[src/sv/occ_pkg.sv]
// Package: shared constants, codes and types of the obstacle collision checker.
`timescale 1ns / 1ps
`default_nettype none

package occ_pkg;

	// Obstacle table size and derived widths
	localparam int OBSTACLES = 64;
	localparam int CNT_W     = $clog2(OBSTACLES + 1);
	localparam int CHAIN_LAT = 2 * OBSTACLES;
	localparam int FLY_W     = $clog2(CHAIN_LAT + 1);

	// Fixed field widths
	localparam int COORD_W  = 16;
	localparam int EXT_W    = 15;
	localparam int MARGIN_W = 8;
	localparam int SLOT_W   = 6;
	localparam int PT_W     = 18;   // sample coordinate, signed
	localparam int DD_W     = 34;   // squared segment length
	localparam int SQ_W     = 35;   // squared sample distance
	localparam int ROOT_W   = 25;   // length with 8 fraction bits
	localparam int RAD_W    = 50;   // radicand of the length root
	localparam int SREM_W   = 28;
	localparam int NUM_W    = 28;   // 4096 * |d|
	localparam int OFS_W    = 20;   // sample offset accumulator
	localparam int SQRT_ITERS = RAD_W / 2;
	localparam int DIV_ITERS  = NUM_W;
	localparam int ITER_W     = 5;

	// Item function codes
	typedef enum logic [1:0] {
		FN_LOAD  = 2'd0,
		FN_POINT = 2'd1,
		FN_SEG   = 2'd2,
		FN_NONE  = 2'd3
	} func_t;

	// Configuration register indexes
	localparam logic [1:0] REG_MARGIN = 2'd0;
	localparam logic [1:0] REG_ACTIVE = 2'd1;

	// Obstacle shape codes
	localparam logic KIND_CIRCLE = 1'b0;
	localparam logic KIND_RECT   = 1'b1;

	// One obstacle table entry
	typedef struct packed {
		logic                      kind;
		logic signed [COORD_W-1:0] x;
		logic signed [COORD_W-1:0] y;
		logic [EXT_W-1:0]          w;
		logic [EXT_W-1:0]          h;
	} obs_t;

	// Probe point travelling down the cell row
	typedef struct packed {
		logic                   valid;
		logic signed [PT_W-1:0] px;
		logic signed [PT_W-1:0] py;
		logic                   hit;
	} probe_t;

	// Sequencer states
	typedef enum logic [3:0] {
		ST_IDLE,
		ST_POINT,
		ST_SQ,
		ST_SUM,
		ST_SQRT,
		ST_DIV,
		ST_STREAM,
		ST_DRAIN,
		ST_DONE
	} state_t;

endpackage

`default_nettype wire

[src/sv/occ_cell.sv]
// One cell of the row: holds one obstacle and tests each passing probe against it.
`timescale 1ns / 1ps
`default_nettype none

module occ_cell
	import occ_pkg::*;
(
	input  wire logic                clk,
	input  wire logic                arst_n,
	input  wire logic                we,
	input  wire obs_t                wdata,
	input  wire logic                en,
	input  wire logic [MARGIN_W-1:0] margin,
	input  wire probe_t              probe_in,
	output probe_t                   probe_out
);

	obs_t entry_q;

	logic                   valid_s1, hit_s1, rect_s1;
	logic signed [PT_W-1:0] px_s1, py_s1;
	logic signed [PT_W:0]   ddx_s1, ddy_s1;
	logic [COORD_W-1:0]     rr_s1;

	logic                      valid_s2, hit_s2, rect_s2;
	logic signed [PT_W-1:0]    px_s2, py_s2;
	logic signed [2*PT_W+1:0]  sqx_s2, sqy_s2;
	logic [2*COORD_W-1:0]      rr2_s2;

	logic signed [PT_W+1:0] pxe, pye, xlo, xhi, ylo, yhi;
	logic [2*PT_W+2:0]      dist2;
	logic                   circ_hit;

	// Store the obstacle on a load
	always_ff @(posedge clk) begin
		if (we) begin
			entry_q <= wdata;
		end
	end

	// Grown rectangle bounds and distance terms
	always_comb begin
		pxe = {{2{probe_in.px[PT_W-1]}}, probe_in.px};
		pye = {{2{probe_in.py[PT_W-1]}}, probe_in.py};
		xlo = {{4{entry_q.x[COORD_W-1]}}, entry_q.x} - {12'd0, margin};
		ylo = {{4{entry_q.y[COORD_W-1]}}, entry_q.y} - {12'd0, margin};
		xhi = {{4{entry_q.x[COORD_W-1]}}, entry_q.x} + {5'd0, entry_q.w} + {12'd0, margin};
		yhi = {{4{entry_q.y[COORD_W-1]}}, entry_q.y} + {5'd0, entry_q.h} + {12'd0, margin};
	end

	// Stage 1: differences and rectangle test
	always_ff @(posedge clk or negedge arst_n) begin
		if (!arst_n) begin
			valid_s1 <= 1'b0;
		end else begin
			valid_s1 <= probe_in.valid;
		end
	end

	always_ff @(posedge clk) begin
		px_s1   <= probe_in.px;
		py_s1   <= probe_in.py;
		hit_s1  <= probe_in.hit;
		ddx_s1  <= {probe_in.px[PT_W-1], probe_in.px} - {{3{entry_q.x[COORD_W-1]}}, entry_q.x};
		ddy_s1  <= {probe_in.py[PT_W-1], probe_in.py} - {{3{entry_q.y[COORD_W-1]}}, entry_q.y};
		rr_s1   <= {1'b0, entry_q.w} + {8'd0, margin};
		rect_s1 <= (pxe >= xlo) && (pxe <= xhi) && (pye >= ylo) && (pye <= yhi);
	end

	// Stage 2: squares
	always_ff @(posedge clk or negedge arst_n) begin
		if (!arst_n) begin
			valid_s2 <= 1'b0;
		end else begin
			valid_s2 <= valid_s1;
		end
	end

	always_ff @(posedge clk) begin
		px_s2   <= px_s1;
		py_s2   <= py_s1;
		hit_s2  <= hit_s1;
		rect_s2 <= rect_s1;
		sqx_s2  <= ddx_s1 * ddx_s1;
		sqy_s2  <= ddy_s1 * ddy_s1;
		rr2_s2  <= rr_s1 * rr_s1;
	end

	// Compare and merge the hit into the probe
	always_comb begin
		dist2     = {1'b0, sqx_s2} + {1'b0, sqy_s2};
		circ_hit  = dist2 <= {7'd0, rr2_s2};
		probe_out.valid = valid_s2;
		probe_out.px    = px_s2;
		probe_out.py    = py_s2;
		probe_out.hit   = hit_s2 |
			(en & ((entry_q.kind == KIND_RECT) ? rect_s2 : circ_hit));
	end

endmodule

`default_nettype wire

[config.mk]
export PLATFORM = sky130hd
export DESIGN_NAME = occ_cell
export DESIGN_NICKNAME = d
export VERILOG_FILES = /design/src/sv/occ_pkg.sv /design/src/sv/occ_cell.sv
export SDC_FILE = /design/constraint.sdc
export NUM_CORES = 2
export LEC_CHECK = 0
export BUFFER_PORTS_ARGS = -buffer_cell sky130_fd_sc_hd__buf_4
export CAP_MARGIN = 40
export CORE_MARGIN = 2
export CORE_UTILIZATION = 30
export CTS_CLUSTER_DIAMETER = 50
export CTS_CLUSTER_SIZE = 28
export DETAILED_ROUTE_END_ITERATION = 16
export PLACE_DENSITY = 0.48
export SLEW_MARGIN = 20
export SYNTH_ARGS = -nofsm -noshare
export SYNTH_HDL_FRONTEND = slang
export SYNTH_SLANG_ARGS = --single-unit
[constraint.sdc]
create_clock -name clk -period 10.6 [get_ports clk]
set_input_delay 0.53 -clock clk [delete_from_list [all_inputs] [get_ports clk]]
set_output_delay 0.53 -clock clk [all_outputs]
set_load 0.02 [all_outputs]
After elaboration in Yosys (flattened, before gate mapping)
Cells that the tools add are included.
- memories: 0
- RAM bits: 0
- ROM bits: 0
- register bits: 303
- output and inout bits: 38
- bits in latches: 0
- word-level logic and storage cells: 45
- input bits: 113
- bitwise logic cells: 2
- order comparisons: 5
- eq/ne operators: 0
- $add $sub $neg: 10
- shifts and indexed selects: 0
- multipliers: 3
- reductions and logical operators: 3
- mux-type cells: 1
- divide/modulo/power cells: 0
- operators with widths (kind ; count):
    multiplier 19 x 19 -> 38 bit ; 2
    adder 38 x 38 -> 39 bit ; 1
    less-or-equal comparator 39 x 32 -> 1 bit ; 1
    subtractor 18 x 16 -> 19 bit ; 2
    adder 17 x 9 -> 18 bit ; 2
    greater-or-equal comparator 18 x 17 -> 1 bit ; 2
    less-or-equal comparator 18 bit ; 2
    adder 16 x 16 -> 17 bit ; 2
    subtractor 16 x 9 -> 17 bit ; 2
    multiplier 16 x 16 -> 32 bit ; 1
    adder 15 x 8 -> 16 bit ; 1
    logical AND 1 bit ; 3
    bitwise AND 1 bit ; 1
    two-way mux 1 bit ; 1
    bitwise OR 1 bit ; 1

Longest topological paths before layout
- depth after elaboration: 6
- depth in mapped cells: 26
- gate-level depth less buffers: 25

Least setup slack after synthesis
OpenSTA, ideal clock, no wires.
- path kind: flip-flop to flip-flop
- start: register ddy_s1[6]
- end: register sqy_s2[37]
- setup time: 72 ps
- data required time: 10528 ps
- arrival time: 6797 ps
- path slack: 3731 ps
- stages on the path, launching flop included: 25
- buffers on the path: 2
- clock period less this slack: 6869 ps
- cells stage by stage: dfxtp_1 clkbuf_1 buf_1 nand2_1 fa_1 inv_1 fa_1 inv_1 fa_1 inv_1 fa_1 fa_1 fa_1 fa_1 ha_1 a21o_1 a21o_1 a21o_1 a221o_1 o2bb2ai_1 o41ai_2 o311a_1 o21bai_1 a21oi_1 xnor2_1
- longest elaborated chain between the ends: 1
- ends and longest elaborated chain (element ; line ; RTL):
    start: declaration ; occ_cell.sv:22 ; logic signed [PT_W:0] ddx_s1, ddy_s1;
    start signal: assignment ; occ_cell.sv:65 ; ddy_s1 <= {probe_in.py[PT_W-1], probe_in.py} - {{3{entry_q.y[COORD_W-1]}}, entry_q.y};
    multiplier 19 x 19 -> 38 bit ; occ_cell.sv:85 ; sqy_s2 <= ddy_s1 * ddy_s1;
    end signal: assignment ; occ_cell.sv:85 ;
    end: declaration ; occ_cell.sv:27 ; logic signed [2*PT_W+1:0] sqx_s2, sqy_s2;
Every way passes these cells.
A chain may end at the register's enable or synchronous reset.

Final worst setup path
- start: register ddy_s1[3]
- end: register sqy_s2[37]
The elaborated chain is that of the path after synthesis.

==> results.md <==
## Timing
* **final setup fails** 0
* **Final Critical Period** 7698 ps
* **unrepaired setup endpoints after global routing** false
* **worst slew margin relative to its limit** 0.4670
* **period utilization** 0.7262
* **f_max** 129.9 MHz
* **sum of negative setup slack** 0 ps
* **Worst-Margin Slew** 793.8 ps
* **final hold vios** 0
* **final max-slew violation count** 0
* **worst clock skew on the final layout** 51.65 ps

## Clocking
* **CTS root buf** sky130_fd_sc_hd__clkbuf_16
* **clock sink total** 300
* **TritonCTS Buffers** 42
* **buffer levels on the longest clock path** 3
* **number of buffers inserted by hold repair at cts** 4
* **total setup buffers inserted after CTS** 0
* **TritonCTS clock tree** done
* **post-cts repair resize count** 0
* **H-tree lvl count** 2
* **clk_lat worst skew** 610 ps
* **clock input transition at the sequential cells of the worst setup and hold paths** 60 ps

## Die
* **die height** 398.8 um
* **Row Count** 144
* **initial standard-cell utilization of the core** 0.3029
* **horizontal extent of the die** 398.8 um
* **core area** 154400 um2
* **# IOs** 151
* **area enclosed by the die boundary** 159100 um2

## Finish
* **P&R area growth vs syn** 11.29%
* **Final Net Count** 6542
* **final design instance area without fill** 52050 um2
* **fraction of final layout cells with drive strength greater than 1** 0.06133
* **most frequent cells in the layout** sky130_fd_sc_hd__inv_1 (1124), sky130_fd_sc_hd__fa_1 (845), sky130_fd_sc_hd__ha_1 (611)
* **ant diodes** 0
* **most frequent standard cell in the layout excluding fill and tap cells** sky130_fd_sc_hd__inv_1
* **fin cells** 7050

## Run
* **maximum capacitance violations** 0

## Place
* **Detail Placement HPWL** 100.7 mm
* **Port Buf Inserts** 150
* **area of placed instances** 50360 um2
* **number of placed instances with taps included** 6960
* **placer's final routability congestion estimate** 0.8339

## Yosys
* **total nets after synthesis** 6393
* **warnings from Yosys** 0
* **per-instance average area after synthesis** 9.694 um2
* **post-synthesis cell type count** 89
* **proportion of synthesized chip area in sequential cells** 0.1421
* **Post-synth top flop** sky130_fd_sc_hd__dfxtp_1
* **Synth Instances** 4824
* **count of flip-flops with a built-in enable after synthesis** 63
* **share of async-settable or async-resettable flops after synthesis** 0.006667
* **number of register bits inferred by synthesis** 300
* **Syn Std Cell Area** 46770 um2

## Critical path
* **endpoint kind of the worst setup timing path** flop
* **worst endpoint required time** 11070 ps
* **critical path type** flop to flop
* **kind of start point of the critical path** flop
* **maximum fanout along the worst path** 15
* **CP arrival** 8170 ps

## Global routing
* **number of antenna violations at the first check in global routing** 0
* **number of global-route vias before repair** 35700
* **final global-route overflow total** 0
* **global-route wire length before repair** 192.0 mm
* **maximum number of pins on one net before global-route repair** 64
* **GRT Overall Usage** 0.1531

## Worst hold path
* **type of the most critical hold path** primary input to flop

## Drt
* **post-detailed-routing wire length** 116.6 mm
* **initial DRC count** 1326
* **via/cell ratio** 4.516
* **total via count after detailed routing** 31840
* **post-route antenna net violation count** 0
* **number of iterations in the first detailed-routing pass** 5
* **remaining design rule violation count** 0
* **mean routed wirelength per cell** 16.54 um

## Outcome
* **run status** finished, final reports clean

## cells in the mapped netlist (4+ instances only)
library cell,number,area (um2)
sky130_fd_sc_hd__o21ai_0,85,425.4
sky130_fd_sc_hd__mux2i_1,6,60.06
sky130_fd_sc_hd__or2_2,6,37.54
sky130_fd_sc_hd__nor4_1,9,56.30
sky130_fd_sc_hd__a2111oi_0,9,78.83
sky130_fd_sc_hd__o41a_1,4,45.04
sky130_fd_sc_hd__a211oi_1,37,277.8
sky130_fd_sc_hd__xor2_1,74,648.1
sky130_fd_sc_hd__o21ai_1,20,100.1
sky130_fd_sc_hd__fa_1,845,16920
sky130_fd_sc_hd__nand3_1,52,260.3
sky130_fd_sc_hd__and2_1,126,788.3
sky130_fd_sc_hd__or3_1,10,62.56
sky130_fd_sc_hd__nor2_1,203,762.0
sky130_fd_sc_hd__xnor2_1,190,1664
sky130_fd_sc_hd__dfxtp_1,235,4705
sky130_fd_sc_hd__clkbuf_1,87,326.6
sky130_fd_sc_hd__nand2_1,386,1449
sky130_fd_sc_hd__edfxtp_1,63,1892
sky130_fd_sc_hd__nor2b_1,60,375.4
sky130_fd_sc_hd__a211o_1,4,35.03
sky130_fd_sc_hd__nor3_1,44,220.2
sky130_fd_sc_hd__nand2b_1,19,118.9
sky130_fd_sc_hd__a21boi_0,10,75.07
sky130_fd_sc_hd__a41oi_1,4,35.03
sky130_fd_sc_hd__a21o_1,96,720.7
sky130_fd_sc_hd__and3_1,23,143.9
sky130_fd_sc_hd__ha_1,611,7645
sky130_fd_sc_hd__o211ai_1,7,52.55
sky130_fd_sc_hd__a31oi_1,18,112.6
sky130_fd_sc_hd__inv_1,1124,4219
sky130_fd_sc_hd__o31ai_1,10,75.07
sky130_fd_sc_hd__nand4_1,23,143.9
sky130_fd_sc_hd__o41ai_1,4,35.03
sky130_fd_sc_hd__a21oi_1,162,810.8
sky130_fd_sc_hd__o21bai_1,33,247.7
sky130_fd_sc_hd__o21a_1,34,255.2
sky130_fd_sc_hd__and4_1,6,52.55
sky130_fd_sc_hd__a31o_2,10,87.58
## sequential cells by signal, indices dropped and copies added (netlist names), 18 cells and up
signal	cells
entry_q	63
px_s1	18
py_s1	18
py_s2	18
rr2_s2	31
px_s2	18
ddy_s1	19
ddx_s1	19
sqx_s2	37
sqy_s2	37
## worst max-delay path, cell delays in order, from the launching register on
cell                        delay [ps]
sky130_fd_sc_hd__dfxtp_1           780
sky130_fd_sc_hd__clkinv_1          530
sky130_fd_sc_hd__nor2_1            400
sky130_fd_sc_hd__fa_1              490
sky130_fd_sc_hd__fa_1              520
sky130_fd_sc_hd__inv_1              50
sky130_fd_sc_hd__fa_1              500
sky130_fd_sc_hd__inv_1              50
sky130_fd_sc_hd__fa_1              480
sky130_fd_sc_hd__fa_1              560
sky130_fd_sc_hd__fa_1              410
sky130_fd_sc_hd__ha_1              290
sky130_fd_sc_hd__ha_1              330
sky130_fd_sc_hd__and3_1            210
sky130_fd_sc_hd__and2_1            180
sky130_fd_sc_hd__and3_1            180
sky130_fd_sc_hd__a22oi_1           190
sky130_fd_sc_hd__o2bb2ai_1         180
sky130_fd_sc_hd__o41ai_2           630
sky130_fd_sc_hd__o311a_1           280
sky130_fd_sc_hd__o21bai_1           80
sky130_fd_sc_hd__a21oi_1           180
sky130_fd_sc_hd__xnor2_1            80
## path summary, 6_finish.rpt
check,depth (start not counted),slack [ps],to,start
setup / recovery,22,2900,sqy_s2[37],ddy_s1[3]
hold / removal,1,50,px_s1[0],probe_in[19]
setup reg to reg,22,2900,sqy_s2[37],ddy_s1[3]
hold reg to reg,0,320,py_s2[10],py_s1[10]
max in group asynchronous,2,10270,valid_s1,arst_n
min in group asynchronous,2,250,valid_s2,arst_n
## layer usage
layer	GRT usage	wire, um	up-vias
met5	0	0	-
met4	0.03167	2315	0
met3	0.01482	3458	94
met2	0.2809	60060	445
met1	0.1937	50760	15910
li1	-	-	15390
## cells by family (layout without fill, tap and decap cells)
group,after synthesis,after routing,share of synthesized area
adder cells (fa/ha/maj),1456,1456,0.5252
buffers and inverters,1219,1401,0.09830
AND/OR/NAND/NOR,981,981,0.09806
AO/OA/AOI/OAI,596,596,0.08513
flip-flops,300,300,0.1421
XOR/XNOR,264,264,0.04944
multiplexers,8,8,0.001766
## through the flow
stage                     utilization  setup WS, ps  hold WS, ps
after floorplan                     -          3731        234.4
after global placement         0.3257          2999        311.0
after detailed placement       0.3262          2898        312.1
after CTS                      0.3361          2940       0.2650
after global routing           0.3371          2525        14.32
final                          0.3371          2902        46.73
## area by class of cell
cell class / count / area, um2
Clock buffer: 47 / 1111
Clock inverter: 30 / 389.1
Fill cell: 15910 / 102400
Inverter: 1127 / 4230
Multi-Input combinational cell: 3305 / 35520
Sequential cell: 300 / 6646
Tap cell: 2044 / 2557
Timing Repair Buffer: 197 / 1589
Power is left out: the tool's default activity adds up to more than one toggle a clock period on the data nets, which glitch-free logic cannot reach.
